`config.mk`:
```
export PLATFORM = sky130hd
export DESIGN_NAME = ring_leader_election_node
export DESIGN_NICKNAME = d
export VERILOG_FILES = /design/src/rtl/rle_pkg.sv /design/src/rtl/rle_step.sv /design/src/rtl/rle_obuf.sv /design/src/rtl/ring_leader_election_node.sv
export SDC_FILE = /design/constraint.sdc
export NUM_CORES = 1
export LEC_CHECK = 0
export BUFFER_PORTS_ARGS = -buffer_cell sky130_fd_sc_hd__buf_2
export CORE_MARGIN = 2
export CORE_UTILIZATION = 45
export DETAILED_ROUTE_END_ITERATION = 10
export GPL_TIMING_DRIVEN = 0
export PLACE_DENSITY = 0.73
export SYNTH_ARGS = -nofsm -noshare
export SYNTH_HDL_FRONTEND = slang
export SYNTH_SLANG_ARGS = --single-unit
```
`constraint.sdc`:
```
create_clock -name clk_i -period 4.1 [get_ports clk_i]
set_input_delay 0.205 -clock clk_i [delete_from_list [all_inputs] [get_ports clk_i]]
set_output_delay 0.205 -clock clk_i [all_outputs]
set_load 0.02 [all_outputs]
```
`src/rtl/rle_pkg.sv`:
```
package rle_pkg;

  localparam int unsigned ID_BITS   = 6;
  localparam int unsigned DIST_W    = 7;
  localparam int unsigned PHASE_W   = 4;
  localparam int unsigned CFG_IDX_W = 1;
  localparam int unsigned CFG_DW    = ID_BITS;

  localparam logic [CFG_IDX_W-1:0] CFG_NODE_ID = 1'd0;
  localparam logic [CFG_IDX_W-1:0] CFG_IS_INIT = 1'd1;

  typedef enum logic [1:0] {
    MODE_START  = 2'd0,
    MODE_IN     = 2'd1,
    MODE_OUT    = 2'd2,
    MODE_LEADER = 2'd3
  } mode_e;

  typedef enum logic [1:0] {
    KIND_IN     = 2'd0,
    KIND_OUT    = 2'd1,
    KIND_LEADER = 2'd2
  } kind_e;

  typedef enum logic [1:0] {
    ST_UNDECIDED = 2'd0,
    ST_DEFEATED  = 2'd1,
    ST_ELECTED   = 2'd2
  } status_e;

  typedef struct packed {
    mode_e               mode;
    logic                from_next;
    logic [ID_BITS-1:0]  origin_id;
    logic [DIST_W-1:0]   distance;
  } in_item_t;

  typedef struct packed {
    logic                to_next;
    kind_e               kind;
    logic [ID_BITS-1:0]  origin_id_out;
    logic [DIST_W-1:0]   distance_out;
    logic                last;
    status_e             election_status;
    logic [DIST_W-1:0]   ring_size;
  } out_item_t;

  // Up to two messages produced by one input transaction.
  typedef struct packed {
    logic [1:0] count;
    out_item_t  first;
    out_item_t  second;
  } step_res_t;

endpackage

```
`src/rtl/rle_step.sv`:
```
module rle_step (
  input  logic                           clk_i,
  input  logic                           rst_ni,
  input  logic                           cfg_we_i,
  input  logic [rle_pkg::CFG_IDX_W-1:0]  cfg_idx_i,
  input  logic [rle_pkg::CFG_DW-1:0]     cfg_wdata_i,
  input  rle_pkg::in_item_t              item_i,
  input  logic                           take_i,
  output rle_pkg::step_res_t             res_o
);
  import rle_pkg::*;

  logic [ID_BITS-1:0] node_id_q;
  logic               is_init_q;
  logic [PHASE_W-1:0] phase_q, phase_d;
  logic [1:0]         reply_cnt_q, reply_cnt_d;
  logic               returned_q, returned_d;
  status_e            status_q, status_d;
  logic [DIST_W-1:0]  size_q, size_d;

  logic [DIST_W-1:0]  probe_dist;
  logic [2:0]         phase_m1;
  logic [8:0]         base;
  logic [9:0]         size_raw;
  logic [DIST_W-1:0]  size_clamp;

  assign probe_dist = (phase_q >= PHASE_W'(7)) ? '1 : DIST_W'(7'd1 << phase_q[2:0]);
  assign phase_m1   = phase_q[2:0] - 3'd1;

  // Distance covered by the previous phase; anything at or above 256 clamps the same way.
  always_comb begin
    if (phase_q == '0) begin
      base = '0;
    end else if (phase_q >= PHASE_W'(9)) begin
      base = 9'd256;
    end else begin
      base = 9'(9'd1 << phase_m1);
    end
  end

  assign size_raw = {1'b0, base} + 10'd1 - {3'b000, item_i.distance};

  always_comb begin
    if (size_raw[9]) begin
      size_clamp = '0;
    end else if (size_raw > 10'd127) begin
      size_clamp = '1;
    end else begin
      size_clamp = size_raw[DIST_W-1:0];
    end
  end

  always_comb begin
    logic launch;
    logic [1:0] rc_inc;
    launch      = 1'b0;
    rc_inc      = reply_cnt_q + 2'd1;
    phase_d     = phase_q;
    reply_cnt_d = reply_cnt_q;
    returned_d  = returned_q;
    status_d    = status_q;
    size_d      = size_q;
    res_o       = '0;

    case (item_i.mode)
      MODE_START: begin
        launch = is_init_q;
      end
      MODE_IN: begin
        if (item_i.origin_id == node_id_q) begin
          reply_cnt_d = rc_inc;
          launch      = (rc_inc == 2'd2);
        end else begin
          res_o.count               = 2'd1;
          res_o.first.to_next       = ~item_i.from_next;
          res_o.first.kind          = KIND_IN;
          res_o.first.origin_id_out = item_i.origin_id;
          res_o.first.distance_out  = '0;
        end
      end
      MODE_OUT: begin
        if (!is_init_q || item_i.origin_id > node_id_q) begin
          status_d                  = ST_DEFEATED;
          res_o.count               = 2'd1;
          res_o.first.origin_id_out = item_i.origin_id;
          if (item_i.distance > DIST_W'(1)) begin
            res_o.first.to_next      = ~item_i.from_next;
            res_o.first.kind         = KIND_OUT;
            res_o.first.distance_out = item_i.distance - DIST_W'(1);
          end else begin
            // Last hop: answer back toward the sender.
            res_o.first.to_next      = item_i.from_next;
            res_o.first.kind         = KIND_IN;
            res_o.first.distance_out = '0;
          end
        end else if (item_i.origin_id == node_id_q && !returned_q) begin
          returned_d                = 1'b1;
          status_d                  = ST_ELECTED;
          size_d                    = size_clamp;
          res_o.count               = 2'd1;
          res_o.first.to_next       = 1'b1;
          res_o.first.kind          = KIND_LEADER;
          res_o.first.origin_id_out = node_id_q;
          res_o.first.distance_out  = size_clamp;
        end
      end
      MODE_LEADER: begin
        if (item_i.origin_id != node_id_q) begin
          size_d                    = item_i.distance;
          res_o.count               = 2'd1;
          res_o.first.to_next       = 1'b1;
          res_o.first.kind          = KIND_LEADER;
          res_o.first.origin_id_out = item_i.origin_id;
          res_o.first.distance_out  = item_i.distance;
        end
      end
      default: begin
      end
    endcase

    if (launch) begin
      reply_cnt_d                = '0;
      returned_d                 = 1'b0;
      if (phase_q != '1) begin
        phase_d = phase_q + PHASE_W'(1);
      end
      res_o.count                = 2'd2;
      res_o.first.to_next        = 1'b0;
      res_o.first.kind           = KIND_OUT;
      res_o.first.origin_id_out  = node_id_q;
      res_o.first.distance_out   = probe_dist;
      res_o.second.to_next       = 1'b1;
      res_o.second.kind          = KIND_OUT;
      res_o.second.origin_id_out = node_id_q;
      res_o.second.distance_out  = probe_dist;
    end

    res_o.first.last             = (res_o.count == 2'd1);
    res_o.first.election_status  = status_d;
    res_o.first.ring_size        = size_d;
    res_o.second.last            = 1'b1;
    res_o.second.election_status = status_d;
    res_o.second.ring_size       = size_d;
  end

  always_ff @(posedge clk_i or negedge rst_ni) begin
    if (!rst_ni) begin
      node_id_q   <= '0;
      is_init_q   <= 1'b0;
      phase_q     <= '0;
      reply_cnt_q <= '0;
      returned_q  <= 1'b0;
      status_q    <= ST_UNDECIDED;
      size_q      <= '0;
    end else begin
      if (cfg_we_i) begin
        case (cfg_idx_i)
          CFG_NODE_ID: node_id_q <= cfg_wdata_i[ID_BITS-1:0];
          CFG_IS_INIT: is_init_q <= cfg_wdata_i[0];
          default: begin
          end
        endcase
      end
      if (take_i) begin
        phase_q     <= phase_d;
        reply_cnt_q <= reply_cnt_d;
        returned_q  <= returned_d;
        status_q    <= status_d;
        size_q      <= size_d;
      end
    end
  end

endmodule

```
`src/rtl/rle_obuf.sv`:
```
module rle_obuf (
  input  logic                clk_i,
  input  logic                rst_ni,
  input  logic                load_i,
  input  rle_pkg::step_res_t  res_i,
  output logic                can_load_o,
  output logic                out_valid_o,
  input  logic                out_stall_i,
  output rle_pkg::out_item_t  out_data_o
);
  import rle_pkg::*;

  logic [1:0] cnt_q;
  out_item_t  slot0_q, slot1_q;
  logic       pop;

  assign pop         = (cnt_q != 2'd0) && !out_stall_i;
  assign can_load_o  = (cnt_q == 2'd0) || ((cnt_q == 2'd1) && pop);
  assign out_valid_o = (cnt_q != 2'd0);
  assign out_data_o  = slot0_q;

  always_ff @(posedge clk_i or negedge rst_ni) begin
    if (!rst_ni) begin
      cnt_q <= '0;
    end else if (load_i) begin
      cnt_q <= res_i.count;
    end else if (pop) begin
      cnt_q <= cnt_q - 2'd1;
    end
  end

  always_ff @(posedge clk_i) begin
    if (load_i) begin
      slot0_q <= res_i.first;
      slot1_q <= res_i.second;
    end else if (pop) begin
      slot0_q <= slot1_q;
    end
  end

endmodule

```
`src/rtl/ring_leader_election_node.sv`:
```
// An accepted input is held in the input register; its messages are then loaded into the
// result buffer. Throughput: one input per cycle while the output is not stalled and each
// input yields at most one message; a phase launch queues two messages for the single port.
// Reset clears the election state, the configuration registers (node id 0, not a candidate)
// and empties both the input register and the two-entry result buffer.
module ring_leader_election_node (
  input  logic                           clk_i,
  input  logic                           rst_ni,
  input  logic                           cfg_we_i,
  input  logic [rle_pkg::CFG_IDX_W-1:0]  cfg_idx_i,
  input  logic [rle_pkg::CFG_DW-1:0]     cfg_wdata_i,
  input  logic                           in_valid_i,
  output logic                           in_stall_o,
  input  rle_pkg::in_item_t              in_data_i,
  output logic                           out_valid_o,
  input  logic                           out_stall_i,
  output rle_pkg::out_item_t             out_data_o
);
  import rle_pkg::*;

  logic      s1_valid_q;
  in_item_t  s1_q;
  step_res_t res;
  logic      can_load;
  logic      advance;
  logic      in_take;

  // An item with no message leaves the input register regardless of the buffer.
  assign advance    = s1_valid_q && ((res.count == 2'd0) || can_load);
  assign in_stall_o = s1_valid_q && !advance;
  assign in_take    = in_valid_i && !in_stall_o;

  always_ff @(posedge clk_i or negedge rst_ni) begin
    if (!rst_ni) begin
      s1_valid_q <= 1'b0;
    end else if (in_take) begin
      s1_valid_q <= 1'b1;
    end else if (advance) begin
      s1_valid_q <= 1'b0;
    end
  end

  always_ff @(posedge clk_i) begin
    if (in_take) begin
      s1_q <= in_data_i;
    end
  end

  rle_step u_step (
    .clk_i       (clk_i),
    .rst_ni      (rst_ni),
    .cfg_we_i    (cfg_we_i),
    .cfg_idx_i   (cfg_idx_i),
    .cfg_wdata_i (cfg_wdata_i),
    .item_i      (s1_q),
    .take_i      (advance),
    .res_o       (res)
  );

  rle_obuf u_obuf (
    .clk_i       (clk_i),
    .rst_ni      (rst_ni),
    .load_i      (advance && (res.count != 2'd0)),
    .res_i       (res),
    .can_load_o  (can_load),
    .out_valid_o (out_valid_o),
    .out_stall_i (out_stall_i),
    .out_data_o  (out_data_o)
  );

endmodule

```
# After elaboration in Yosys (flattened, before gate mapping)
# Cells that the tools add are included.
op_classes:
  reduce_logical: 32
  n_mux: 36
  shifts: 2
  n_eq_ne: 10
  bitwise_logic: 2
  order_cmp: 5
  add_sub_neg: 7
ops:
  columns: ["cell", "count"]
  rows:
  - ["18-bit one-hot mux with 3 select lines", 1]
  - ["26-bit two-way mux", 2]
  - ["17-bit two-way mux", 3]
  - ["7-bit two-way mux", 7]
  - ["18-bit two-way mux", 2]
  - ["9-bit two-way mux", 2]
  - ["16-bit two-way mux", 1]
  - ["2-bit two-way mux", 8]
  - ["2-bit nonzero test", 8]
  - ["7-bit one-hot mux with 2 select lines", 1]
  - ["9-bit by 1-bit adder with 10-bit output (second input constant)", 1]
  - ["10-bit by 7-bit > comparator with 1-bit output (second input constant)", 1]
  - ["10-bit by 7-bit subtractor with 10-bit output", 1]
  - ["1-bit by 3-bit << shifter with 9-bit output (first input constant)", 1]
  - ["7-bit by 1-bit > comparator with 1-bit output (second input constant)", 1]
  - ["1-bit logical AND", 7]
  - ["1-bit two-way mux", 7]
  - ["1-bit by 3-bit << shifter with 7-bit output (first input constant)", 1]
  - ["7-bit by 1-bit subtractor with 7-bit output (second input constant)", 1]
  - ["2-bit by 1-bit equality test with 1-bit output (second input constant)", 3]
  - ["2-bit equality test (second input constant)", 3]
  - ["6-bit equality test", 1]
  - ["6-bit > comparator", 1]
  - ["2-bit logical NOT", 3]
  - ["18 further kinds", 27]
totals:
  input_bits: 28
  ff_bits: 93

# Longest topological paths before layout
# Gate-level depths: netlist of the first run.
logic_depth:
  depth_word: 21
  mapped_depth: 18

# Cells and area by module
# From an unflattened synthesis of the first run, not the netlist that was laid out.
unflattened:
  hier_cells: 461
  hier_area_um2: 5230.0
modules_own_cells:
  columns: ["module", "cells_each", "seq_area_each_um2", "instances", "area_each_um2"]
  rows:
  - ["rle_step", 336, 575.6, 1, 2657.5]
  - ["rle_obuf", 99, 1611.5, 1, 2019.4]
  - ["ring_leader_election_node", 26, 505.5, 1, 553.0]

# Worst setup path before layout of the first run
# Ideal clock, no wire load.
synth_path:
  kind: "reg2reg"
  startpoint: "register u_step.phase_q[0]"
  endpoint: "register u_obuf.slot0_q (netlist bit u_obuf.out_data_o[13]) (data pin)"
  setup_slack_ns: 0.204
  path_buffers: 0
  stages_incl_launch_ff: 19
  arrival_ns: 3.635
  required_ns: 3.839
  cell_sequence: "dfrtp_1 inv_1 ha_1 nor3_1 a21oi_1 nor2_1 nand2_1 ha_1 inv_1 ha_1 inv_1 fa_1 nand2b_1 a21o_1 a2bb2oi_1 mux2i_2 o2bb2ai_1 o21ai_0 a221o_1"
synth_between:
  elab_chain_cells: 14
synth_rtl:
  columns: ["item", "line_no", "text"]
  rows:
  - ["start, declared", "rle_step.sv:15", "logic [PHASE_W-1:0] phase_q, phase_d;"]
  - ["start signal, assigned", "rle_step.sv:165", "phase_q <= phase_d;"]
  - ["3-bit by 1-bit subtractor with 3-bit output *", "rle_step.sv:28", "assign phase_m1 = phase_q[2:0] - 3'd1;"]
  - ["net u_step.phase_m1[0]", "rle_step.sv:22", "logic [2:0] phase_m1;"]
  - ["1-bit by 3-bit << shifter with 9-bit output *", "rle_step.sv:37", "base = 9'(9'd1 << phase_m1);"]
  - ["9-bit two-way mux *", "rle_step.sv:34", "end else if (phase_q >= PHASE_W'(9)) begin"]
  - ["9-bit two-way mux *", "rle_step.sv:32", "if (phase_q == '0) begin"]
  - ["9-bit by 1-bit adder with 10-bit output *", "rle_step.sv:41", "assign size_raw = {1'b0, base} + 10'd1 - {3'b000, item_i.distance};"]
  - ["10-bit by 7-bit subtractor with 10-bit output *", "rle_step.sv:41", null]
  - ["10-bit by 7-bit > comparator with 1-bit output", "rle_step.sv:46", "end else if (size_raw > 10'd127) begin"]
  - ["7-bit two-way mux", "rle_step.sv:46", null]
  - ["7-bit two-way mux *", "rle_step.sv:44", "if (size_raw[9]) begin"]
  - ["17-bit two-way mux *", "rle_step.sv:96", "end else if (item_i.origin_id == node_id_q && !returned_q) begin"]
  - ["18-bit two-way mux *", "rle_step.sv:82", "if (!is_init_q || item_i.origin_id > node_id_q) begin"]
  - ["18-bit one-hot mux with 3 select lines *", "rle_step.sv:65", "case (item_i.mode)"]
  - ["18-bit two-way mux *", "rle_step.sv:121", "if (launch) begin"]
  - ["26-bit two-way mux *", "rle_obuf.sv:33", "if (load_i) begin"]
  - ["end signal, assigned", "rle_obuf.sv:34", "slot0_q <= res_i.first;"]
  - ["end signal, assigned", "rle_obuf.sv:37", "slot0_q <= slot1_q;"]
  - ["end, declared", "rle_obuf.sv:14", "out_item_t slot0_q, slot1_q;"]
# Mark *: on every way through the listed nets, which the timed path passes. The rest lies on a longest branch.
# A chain may end at the register's enable or synchronous reset.

==> run summary, run 1 <==
Cells after DPL: 655
Vias per inst: 5.54
Final Skew: 0.00947 ns
Die width: 110 um
CP required: 4.20 ns
CP Capture Type: flop
Number of max-cap violations: 0
Worst-Margin Slew: 0.648 ns
Pint: 0.00269 W
Num CTS Buffers: 9
Clock Latency Late Sink: 0.35 ns
Share of the synthesized area in the top cell type: 38.3%
Clock network fraction of total power: 19.8%
Finish-stage setup viols: 0
H-tree depth: 3
Clock slew at reported path FFs: 0.07 ns
Hold crit path type: primary input to flop
Status: finished, final reports clean
Diodes inserted: 0
Final TNS setup: 0 ns
DP HPWL: 8.12 mm
Synth unique cells: 73
Clk root buf: clkbuf_16
Die area: 12200 um2
Final hold viol count: 0
Syn avg cell area: 11.1 um2
Final Max Tran Viols: 0
Core ar.: 10900 um2
Initial antenna violation count: 0
Mapped Cells: 458
Clock Path Buffers: 2
Final net count: 595
Total power: 0.00440 W
First drt pass iteration count: 5
Final cell count without fillers: 677
Mapped Area: 5090 um2
Worst IR Drop VDD: 0.477 mV
Initial Util: 46.6%
Die Y: 110 um
Slew headroom: 56.8%
Floorplan row count: 38
Reg2Reg Setup Slack: 0.17 ns
Top_reg_cell synth: edfxtp_1
Pin count of the biggest net entering global routing: 33
Worst-path maximum fanout: 8
Area grow syn2layout: 18.2%
P_leak: 2.56 nW
PD cells: 731 nW/um2
Min Tclk post-route: 3.93 ns
1st-iter DRT viols: 278
Global-route usage over all layers: 19.7%
Comb power frac: 44.9%
Yosys reg bits: 91
Switching power: 0.00171 W
Type of origin of the critical path: flop
First-pass GRT wire length: 18.0 mm
Num ports: 56
Port Buffers: 55
Vias in the first global route: 3616
EDFF count, synth: 65
Syn. warnings: 0
Largest area contributor in the netlist: edfxtp_1
CTS sink count: 91
Sequential Power Share: 35.3%
FMAX: 0.255 GHz
Syn nets: 521
Area contributors post-synth: edfxtp_1 (38%), dfrtp_1 (13%), ha_1 (8.4%)
Post-synth ARST share: 28.6%
Part of the cycle the worst path needs: 95.8%
Routability congestion estimate: 0.862
WL/cell: 16.9 um
Vias: 3748
Layout cells sized above 1: 25.1%
Seq/Total Area, Yosys: 51.1%
Remaining DRCs: 0
Drt total wl: 11.4 mm
Filler cell count: 924
Post-route ant nets: 0
Crit Path Class: flop to flop
CP arrival: 4.02 ns
Switch share: 38.8%
Grt ovf: 0
TritonCTS clock tree: built
## cells by family (layout without fill, tap and decap cells)
family | Yosys count | in the layout | synth area share [%]
adder cells (fa/ha/maj) | 35 | 35 | 8.74
flip-flops | 91 | 91 | 51.1
multiplexers | 11 | 11 | 2.48
XOR/XNOR | 11 | 11 | 1.89
AO/OA/AOI/OAI | 114 | 114 | 16.0
AND/OR/NAND/NOR | 150 | 150 | 15.3
buffers and inverters | 46 | 125 | 4.47
## area by class of cell
| cell class | instances | area (um2) | share of cell area, % |
|---|---|---|---|
| Buffer | 10 | 90.1 | 1.50 |
| Timing Repair Buffer | 63 | 357 | 5.92 |
| Inverter | 36 | 138 | 2.29 |
| Clock inverter | 6 | 71.3 | 1.18 |
| Clock buffer | 10 | 239 | 3.97 |
| Sequential cell | 91 | 2600 | 43.2 |
| Tap cell | 140 | 175 | 2.91 |
| Multi-Input combinational cell | 321 | 2350 | 39.0 |
## cell usage after synthesis (2+ instances only)
| cell type | count |
|---|---|
| a22oi_1 | 4 |
| mux2_2 | 9 |
| a221o_1 | 3 |
| a211oi_1 | 3 |
| ha_1 | 34 |
| a22o_2 | 3 |
| a21o_1 | 11 |
| a2bb2oi_1 | 4 |
| nand4_1 | 3 |
| nand3_1 | 8 |
| a31oi_1 | 5 |
| dfrtp_1 | 26 |
| nor3b_1 | 2 |
| and2_1 | 10 |
| edfxtp_1 | 65 |
| nor3_1 | 9 |
| a221oi_1 | 3 |
| clkbuf_1 | 2 |
| o21ai_1 | 5 |
| nand2_1 | 45 |
| o21bai_1 | 2 |
| o2bb2ai_1 | 6 |
| inv_1 | 34 |
| xnor2_1 | 10 |
| a21oi_1 | 23 |
| nand2b_4 | 2 |
| o31ai_1 | 2 |
| o211a_1 | 2 |
| nor2_1 | 41 |
| o21ai_0 | 22 |
| buf_6 | 5 |
| o21a_1 | 2 |
| nor2b_1 | 7 |
| nand2b_1 | 5 |
| a22o_1 | 3 |
## power by group through the flow
stage | combinational, W | clock [W] | sequential (W)
floorplan | 0.00120 | 0 | 0.00173
global placement | 0.00178 | 0 | 0.00158
detailed placement | 0.00187 | 0 | 0.00158
CTS | 0.00196 | 0.000878 | 0.00155
global route | 0.00217 | 0.000916 | 0.00159
finish | 0.00197 | 0.000871 | 0.00156
## layout by cell type, fill, tap and decap left out, drive strengths merged, types with 11 or more instances in the layout
cell / count
nand2: 47
nor2: 42
a21oi: 24
o21ai: 28
inv: 39
ha: 34
edfxtp: 65
clkbuf: 13
dfrtp: 26
buf: 69
a21o: 11
## per-layer routing
| layer | up-vias | global-route usage (%) | wire (um) |
|---|---|---|---|
| met5 | - | 0 | 0 |
| met3 | 18 | 4.06 | 583 |
| met4 | 0 | 6.70 | 214 |
| met2 | 91 | 32.6 | 5530 |
| met1 | 1826 | 25.8 | 5120 |
| li1 | 1813 | - | - |
## state kept, by name, indices dropped and copies added, names as in the netlist
| register | flops |
|---|---|
| u_obuf.out_data_o | 26 |
| u_obuf.slot1_q | 23 |
| s1_q | 16 |
| u_step.size_q | 7 |
| u_step.node_id_q | 6 |
| u_step.phase_q | 4 |
| u_obuf.cnt_q | 2 |
| u_step.reply_cnt_q | 2 |
| u_step.status_q | 2 |
| s1_valid_q | 1 |
| u_step.is_init_q | 1 |
| u_step.returned_q | 1 |
## metrics by stage
step | hold slack (ns) | utilization (%) | cell area [um2] | setup WS, ns
CTS | 0.0195 | 54.8 | 5990 | 0.0181
global route | 0.0229 | 55.1 | 6020 | -0.0197
global placement | 0.261 | 50.7 | 5540 | -0.384
finish | 0.0236 | 55.1 | 6020 | 0.174
floorplan | -0.0906 | - | 5090 | 0.204
detailed placement | 0.262 | 51.0 | 5580 | -0.431
## repair_timing
item	CTS	global route
hold buffers	1	0
setup buffers	5	0
resized for setup	9	9
setup endpoints to repair	12	21
pin swaps	2	1
endpoints found under the hold margin	26	0
## worst max-delay path, stage by stage, from the launching register on
cell       delay [ns]
dfrtp_1          0.38
inv_1            0.14
ha_2             0.25
nand2b_1         0.11
o21ai_0          0.09
o21a_1           0.21
and2_1           0.16
ha_1             0.27
ha_1             0.27
buf_2            0.17
nor3_1           0.07
nor3b_1          0.27
a2bb2oi_2        0.19
mux2i_2          0.24
buf_6            0.16
buf_4            0.13
a2bb2oi_1        0.10
a21o_1           0.19
mux2_2           0.26
## path summary, 6_finish.rpt
check                                              to                   from  cells past startpoint
worst min register to register  u_step.reply_cnt_q[1]  u_step.reply_cnt_q[1]                      2
worst max register to register   u_obuf.out_data_o[1]      u_step.phase_q[1]                     18
worst min-delay path                          s1_q[6]           in_data_i[6]                      1
max in group asynchronous           u_step.phase_q[0]                 rst_ni                      2
min in group asynchronous       u_step.reply_cnt_q[0]                 rst_ni                      2
worst max-delay path             u_obuf.out_data_o[1]      u_step.phase_q[1]                     18
(Power assumes the default switching activity.)
==> run 2: changes to the inputs <==
--- a/config.mk
+++ b/config.mk
@@ -7,10 +7,11 @@
 export LEC_CHECK = 0
 export BUFFER_PORTS_ARGS = -buffer_cell sky130_fd_sc_hd__buf_2
 export CORE_MARGIN = 2
-export CORE_UTILIZATION = 45
+export CORE_UTILIZATION = 53
 export DETAILED_ROUTE_END_ITERATION = 10
 export GPL_TIMING_DRIVEN = 0
-export PLACE_DENSITY = 0.73
+export PLACE_DENSITY = 0.83
+export REMOVE_ABC_BUFFERS = 1
 export SYNTH_ARGS = -nofsm -noshare
 export SYNTH_HDL_FRONTEND = slang
 export SYNTH_SLANG_ARGS = --single-unit
==> run summary, run 2 (same netlist as run 1, synthesis figures left out) <==
Clock Path Buffers: 2
First-pass GRT wire length: 17.7 mm
Initial antenna violation count: 0
Worst-path maximum fanout: 8
CP required: 4.21 ns
Initial Util: 54.9%
Min Tclk post-route: 3.99 ns
Drt total wl: 11.1 mm
Pint: 0.00253 W
Layout Utilization: 63.5%
Final net count: 584
PD cells: 718 nW/um2
FF-to-FF End: u_obuf.out_data_o[1]
Clock network fraction of total power: 16.1%
Clock Latency Late Sink: 0.36 ns
Vias in the first global route: 3716
Crit Path Class: flop to flop
Max FFs per register: 26
Crit. Startpoint: u_step.phase_q[0]
Worst setup path end: u_obuf.out_data_o[1]
Final hold viol count: 0
Switching power: 0.00170 W
Status: finished, final reports clean
Part of the cycle the worst path needs: 97.3%
Number of max-cap violations: 0
Vias: 3770
Floorplan row count: 35
Worst-Margin Slew: 1.01 ns
Sequential Power Share: 37.2%
First drt pass iteration count: 5
Hold crit path type: primary input to flop
Most common cell after layout, fill and taps aside: edfxtp_1
Area grow syn2layout: 15.7%
Post-route ant nets: 0
Reg2Reg Setup Slack: 0.11 ns
Reg2Reg Depth: 15
Pin count of the biggest net entering global routing: 49
Worst IR Drop VDD: 0.308 mV
Port Buffers: 55
Placed instance area: 5460 um2
Diodes inserted: 0
Final Max Tran Viols: 0
Layout cells sized above 1: 25.5%
Switch share: 40.1%
Post-route setup slack: 0.109 ns
DP HPWL: 7.67 mm
Routability congestion estimate: 0.866
CP Capture Type: flop
TritonCTS clock tree: built
WHS: 0.0118 ns
Grt ovf: 0
Num ports: 56
CP arrival: 4.10 ns
Die Y: 102 um
Remaining DRCs: 0
Comb power frac: 46.6%
Die width: 102 um
Die area: 10400 um2
Commonest non-fill, non-tap cells in the layout: edfxtp_1 (65), buf_2 (55), nand2_1 (45)
CTS sink count: 91
FMAX: 0.251 GHz
P_leak: 2.48 nW
Setup Slack @ Placement: -0.421 ns
Core ar.: 9280 um2
Clock slew at reported path FFs: 0.10 ns
Worst r2r src: u_step.phase_q[0]
Num CTS Buffers: 9
Type of origin of the critical path: flop
H-tree depth: 3
Finish-stage setup viols: 0
1st-iter DRT viols: 301
Final Skew: 0.0141 ns
Clk root buf: clkbuf_8
Slew headroom: 32.3%
Final Cell Area: 5890 um2
Vias per inst: 5.76
WL/cell: 16.9 um
Global-route usage over all layers: 22.0%
RSZ-0062 raised after global routing: true
==> run 2: how the worst min path moves through the flow <==
stage                            start               end  slack, ns  cells after the start
final                     in_data_i[9]           s1_q[9]       0.01                      1
after global routing      in_data_i[8]           s1_q[8]      0.004                      1
after CTS                 in_data_i[9]           s1_q[9]      0.007                      1
after detailed placement        rst_ni  u_step.is_init_q       0.26                      1
after global placement          rst_ni  u_step.is_init_q       0.25                      1
after floorplan                 rst_ni        s1_valid_q      -0.09                      0
==> run 2: area by class of cell <==
cell class	count	area [um2]
Clock buffer	10	128
Sequential cell	91	2600
Timing Repair Buffer	62	345
Clock inverter	6	96.3
Multi-Input combinational cell	321	2420
Inverter	36	138
Tap cell	129	161
Fill cell	745	3390
==> run 2: metrics by stage <==
stage | TNS [ns] | cells | total power [W]
4_1_cts | 0 | 654 | 0.00412
6_report | 0 | 655 | 0.00423
3_3_place_gp | -1.35 | 632 | 0.00326
3_5_place_dp | -2.37 | 633 | 0.00335
5_1_grt | -0.370 | 655 | 0.00448
2_1_floorplan | 0 | 448 | 0.00287
==> run 2: worst max-delay path, cell delays in order (launching register included) <==
cell       delay (ns)
dfrtp_2          0.43
buf_4            0.16
ha_1             0.23
o21ai_2          0.21
o21a_1           0.21
and2_1           0.14
ha_1             0.22
ha_1             0.43
nor3_1           0.10
nor3b_2          0.28
a2bb2oi_4        0.19
mux2i_4          0.41
buf_6            0.18
a2bb2oi_2        0.09
a21o_1           0.18
mux2_2           0.26
==> run 2: metal layers <==
metal	global-route usage, %	share of wire (%)	wire, um
met2	36.6	49	5400
met3	2.94	4.9	537
met4	7.59	1.8	200
met1	29.9	45	4930
met5	0	0	0
==> run 2: what timing repair did <==
action,4_1_cts,5_1_grt
hold endpoints to repair,26,0
hold buffers,1,0
resized for setup,14,17
setup endpoints to repair,19,16
setup buffers,4,1
pin swaps,4,5
==> run 2: power groups by stage <==
stage	combinational, W	clock (W)	sequential, W
global placement	0.00167	0	0.00159
detailed placement	0.00176	0	0.00159
floorplan	0.00113	0	0.00174
global route	0.00215	0.000719	0.00161
CTS	0.00186	0.000688	0.00157
finish	0.00197	0.000683	0.00158
==> run 3: changes to the inputs <==
--- a/config.mk
+++ b/config.mk
@@ -6,11 +6,14 @@
 export NUM_CORES = 1
 export LEC_CHECK = 0
 export BUFFER_PORTS_ARGS = -buffer_cell sky130_fd_sc_hd__buf_2
+export CELL_PAD_IN_SITES_DETAIL_PLACEMENT = 1
+export CELL_PAD_IN_SITES_GLOBAL_PLACEMENT = 2
 export CORE_MARGIN = 2
-export CORE_UTILIZATION = 53
+export CORE_UTILIZATION = 35
 export DETAILED_ROUTE_END_ITERATION = 10
 export GPL_TIMING_DRIVEN = 0
-export PLACE_DENSITY = 0.83
+export HOLD_SLACK_MARGIN = 0.12
+export PLACE_DENSITY_LB_ADDON = 0.1
 export REMOVE_ABC_BUFFERS = 1
 export SYNTH_ARGS = -nofsm -noshare
 export SYNTH_HDL_FRONTEND = slang
==> run summary, run 3 (same netlist as run 1, synthesis figures left out) <==
Pin count of the biggest net entering global routing: 49
Worst setup path end: u_obuf.out_data_o[13]
Port Buffers: 55
Num ports: 56
Crit. Startpoint: u_step.phase_q[0]
Reg2Reg Depth: 19
Most common cell after layout, fill and taps aside: edfxtp_1
RSZ-0062 raised after global routing: true
Type of origin of the critical path: flop
Reg2Reg Setup Slack: 0.11 ns
Pint: 0.00266 W
Max FFs per register: 26
Post-route ant nets: 0
TritonCTS clock tree: built
CP Capture Type: flop
Commonest non-fill, non-tap cells in the layout: edfxtp_1 (65), buf_2 (55), nand2_1 (45)
Clock slew at reported path FFs: 0.07 ns
Grt ovf: 0
First-pass GRT wire length: 21.5 mm
Switch share: 39.8%
Area grow syn2layout: 24.0%
1st-iter DRT viols: 167
Diodes inserted: 0
Sequential Power Share: 35.7%
First drt pass iteration count: 4
Worst-Margin Slew: 0.791 ns
DP HPWL: 9.30 mm
Final hold viol count: 0
FMAX: 0.250 GHz
Die Y: 125 um
Placed instance area: 5550 um2
Min Tclk post-route: 3.99 ns
Status: finished, final reports clean
Comb power frac: 46.1%
Final Skew: 0.00759 ns
Slew headroom: 47.1%
Initial Util: 35.4%
Final TNS setup: 0 ns
Part of the cycle the worst path needs: 97.4%
Layout cells sized above 1: 25.3%
Routability congestion estimate: 0.788
Num CTS Buffers: 9
WHS: 0.198 ns
Worst-path maximum fanout: 8
WL/cell: 17.5 um
Floorplan row count: 44
PD cells: 700 nW/um2
Layout Utilization: 44.0%
Clock Path Buffers: 2
Crit Path Class: flop to flop
Clk root buf: clkbuf_16
Global-route usage over all layers: 17.6%
Switching power: 0.00176 W
Hold crit path type: primary input to flop
Vias per inst: 5.05
Vias in the first global route: 3946
Core ar.: 14400 um2
Worst r2r src: u_step.phase_q[0]
Clock network fraction of total power: 18.2%
Drt total wl: 12.9 mm
Final Max Tran Viols: 0
Finish-stage setup viols: 0
Worst IR Drop VDD: 0.274 mV
Remaining DRCs: 0
Die area: 15500 um2
CP required: 4.19 ns
P_leak: 2.62 nW
Vias: 3728
Final Cell Area: 6320 um2
H-tree depth: 3
Final net count: 612
Initial antenna violation count: 0
FF-to-FF End: u_obuf.out_data_o[13]
CTS sink count: 91
Clock Latency Late Sink: 0.35 ns
CP arrival: 4.09 ns
Number of max-cap violations: 0
Die width: 125 um
==> run 3: cell type report <==
class,count,area (um2)
clock inverters,5,36.3
flip-flops and latches,91,2600
inverters,36,141
well taps,184,230
repair buffers,90,631
multi-input cells,321,2430
clock buffers,11,243
fillers,1567,8050
==> run 3: metal layers <==
layer	vias up	track usage [%]	share of wire (%)	wire (um)
li1	1845	-	-	-
met1	1834	24.4	50	6460
met2	38	27.9	47	6050
met3	11	2.62	1.9	248
met4	0	6.54	1.4	184
met5	-	0	0	0
==> run 3: timing repair <==
item	in CTS	in global routing
buffers inserted	4	5
pin swaps	3	5
hold endpoints to repair	50	0
gates resized for setup	14	21
setup endpoints to repair	27	19
hold buffers	24	0
==> run 3: worst max-delay path: stages, from the launching register on <==
cell and delay, ns:
dfrtp_2 0.40, clkinvlp_4 0.16, ha_4 0.23, nor3_4 0.16, a21oi_2 0.05, nor2_2 0.14, nand2_1 0.09, ha_1 0.27
inv_1 0.06, ha_2 0.18, inv_2 0.04, fa_2 0.33, nand2b_4 0.16, a21o_1 0.21, a2bb2oi_4 0.17, mux2i_4 0.26
buf_12 0.15, o2bb2ai_2 0.15, o21ai_1 0.12, a221o_1 0.38
==> run 3: through the flow <==
step           instances  power, W  setup WS (ns)
3_5_place_dp         689   0.00345         -0.620
4_1_cts              733   0.00436       0.000482
2_1_floorplan        448   0.00287          0.200
5_1_grt              738   0.00474         -0.114
6_report             738   0.00442          0.106
3_3_place_gp         687   0.00338         -0.600
==> run 3: how the worst min path moves through the flow <==
stage / cells after the start / end / startpoint
2_1_floorplan: 0 / s1_valid_q / rst_ni
3_3_place_gp: 1 / u_step.node_id_q[3] / rst_ni
3_5_place_dp: 1 / u_step.node_id_q[4] / rst_ni
4_1_cts: 3 / u_step.is_init_q / cfg_idx_i
5_1_grt: 3 / u_step.is_init_q / cfg_idx_i
6_report: 3 / u_step.is_init_q / cfg_idx_i
==> run 3: power by group through the flow <==
stage | Sequential, W | Clock [W] | Combinational [W]
final | 0.00158 | 0.000804 | 0.00204
after CTS | 0.00158 | 0.000825 | 0.00195
after global routing | 0.00162 | 0.000862 | 0.00226
after global placement | 0.00161 | 0 | 0.00178
after detailed placement | 0.00160 | 0 | 0.00185
after floorplan | 0.00174 | 0 | 0.00113
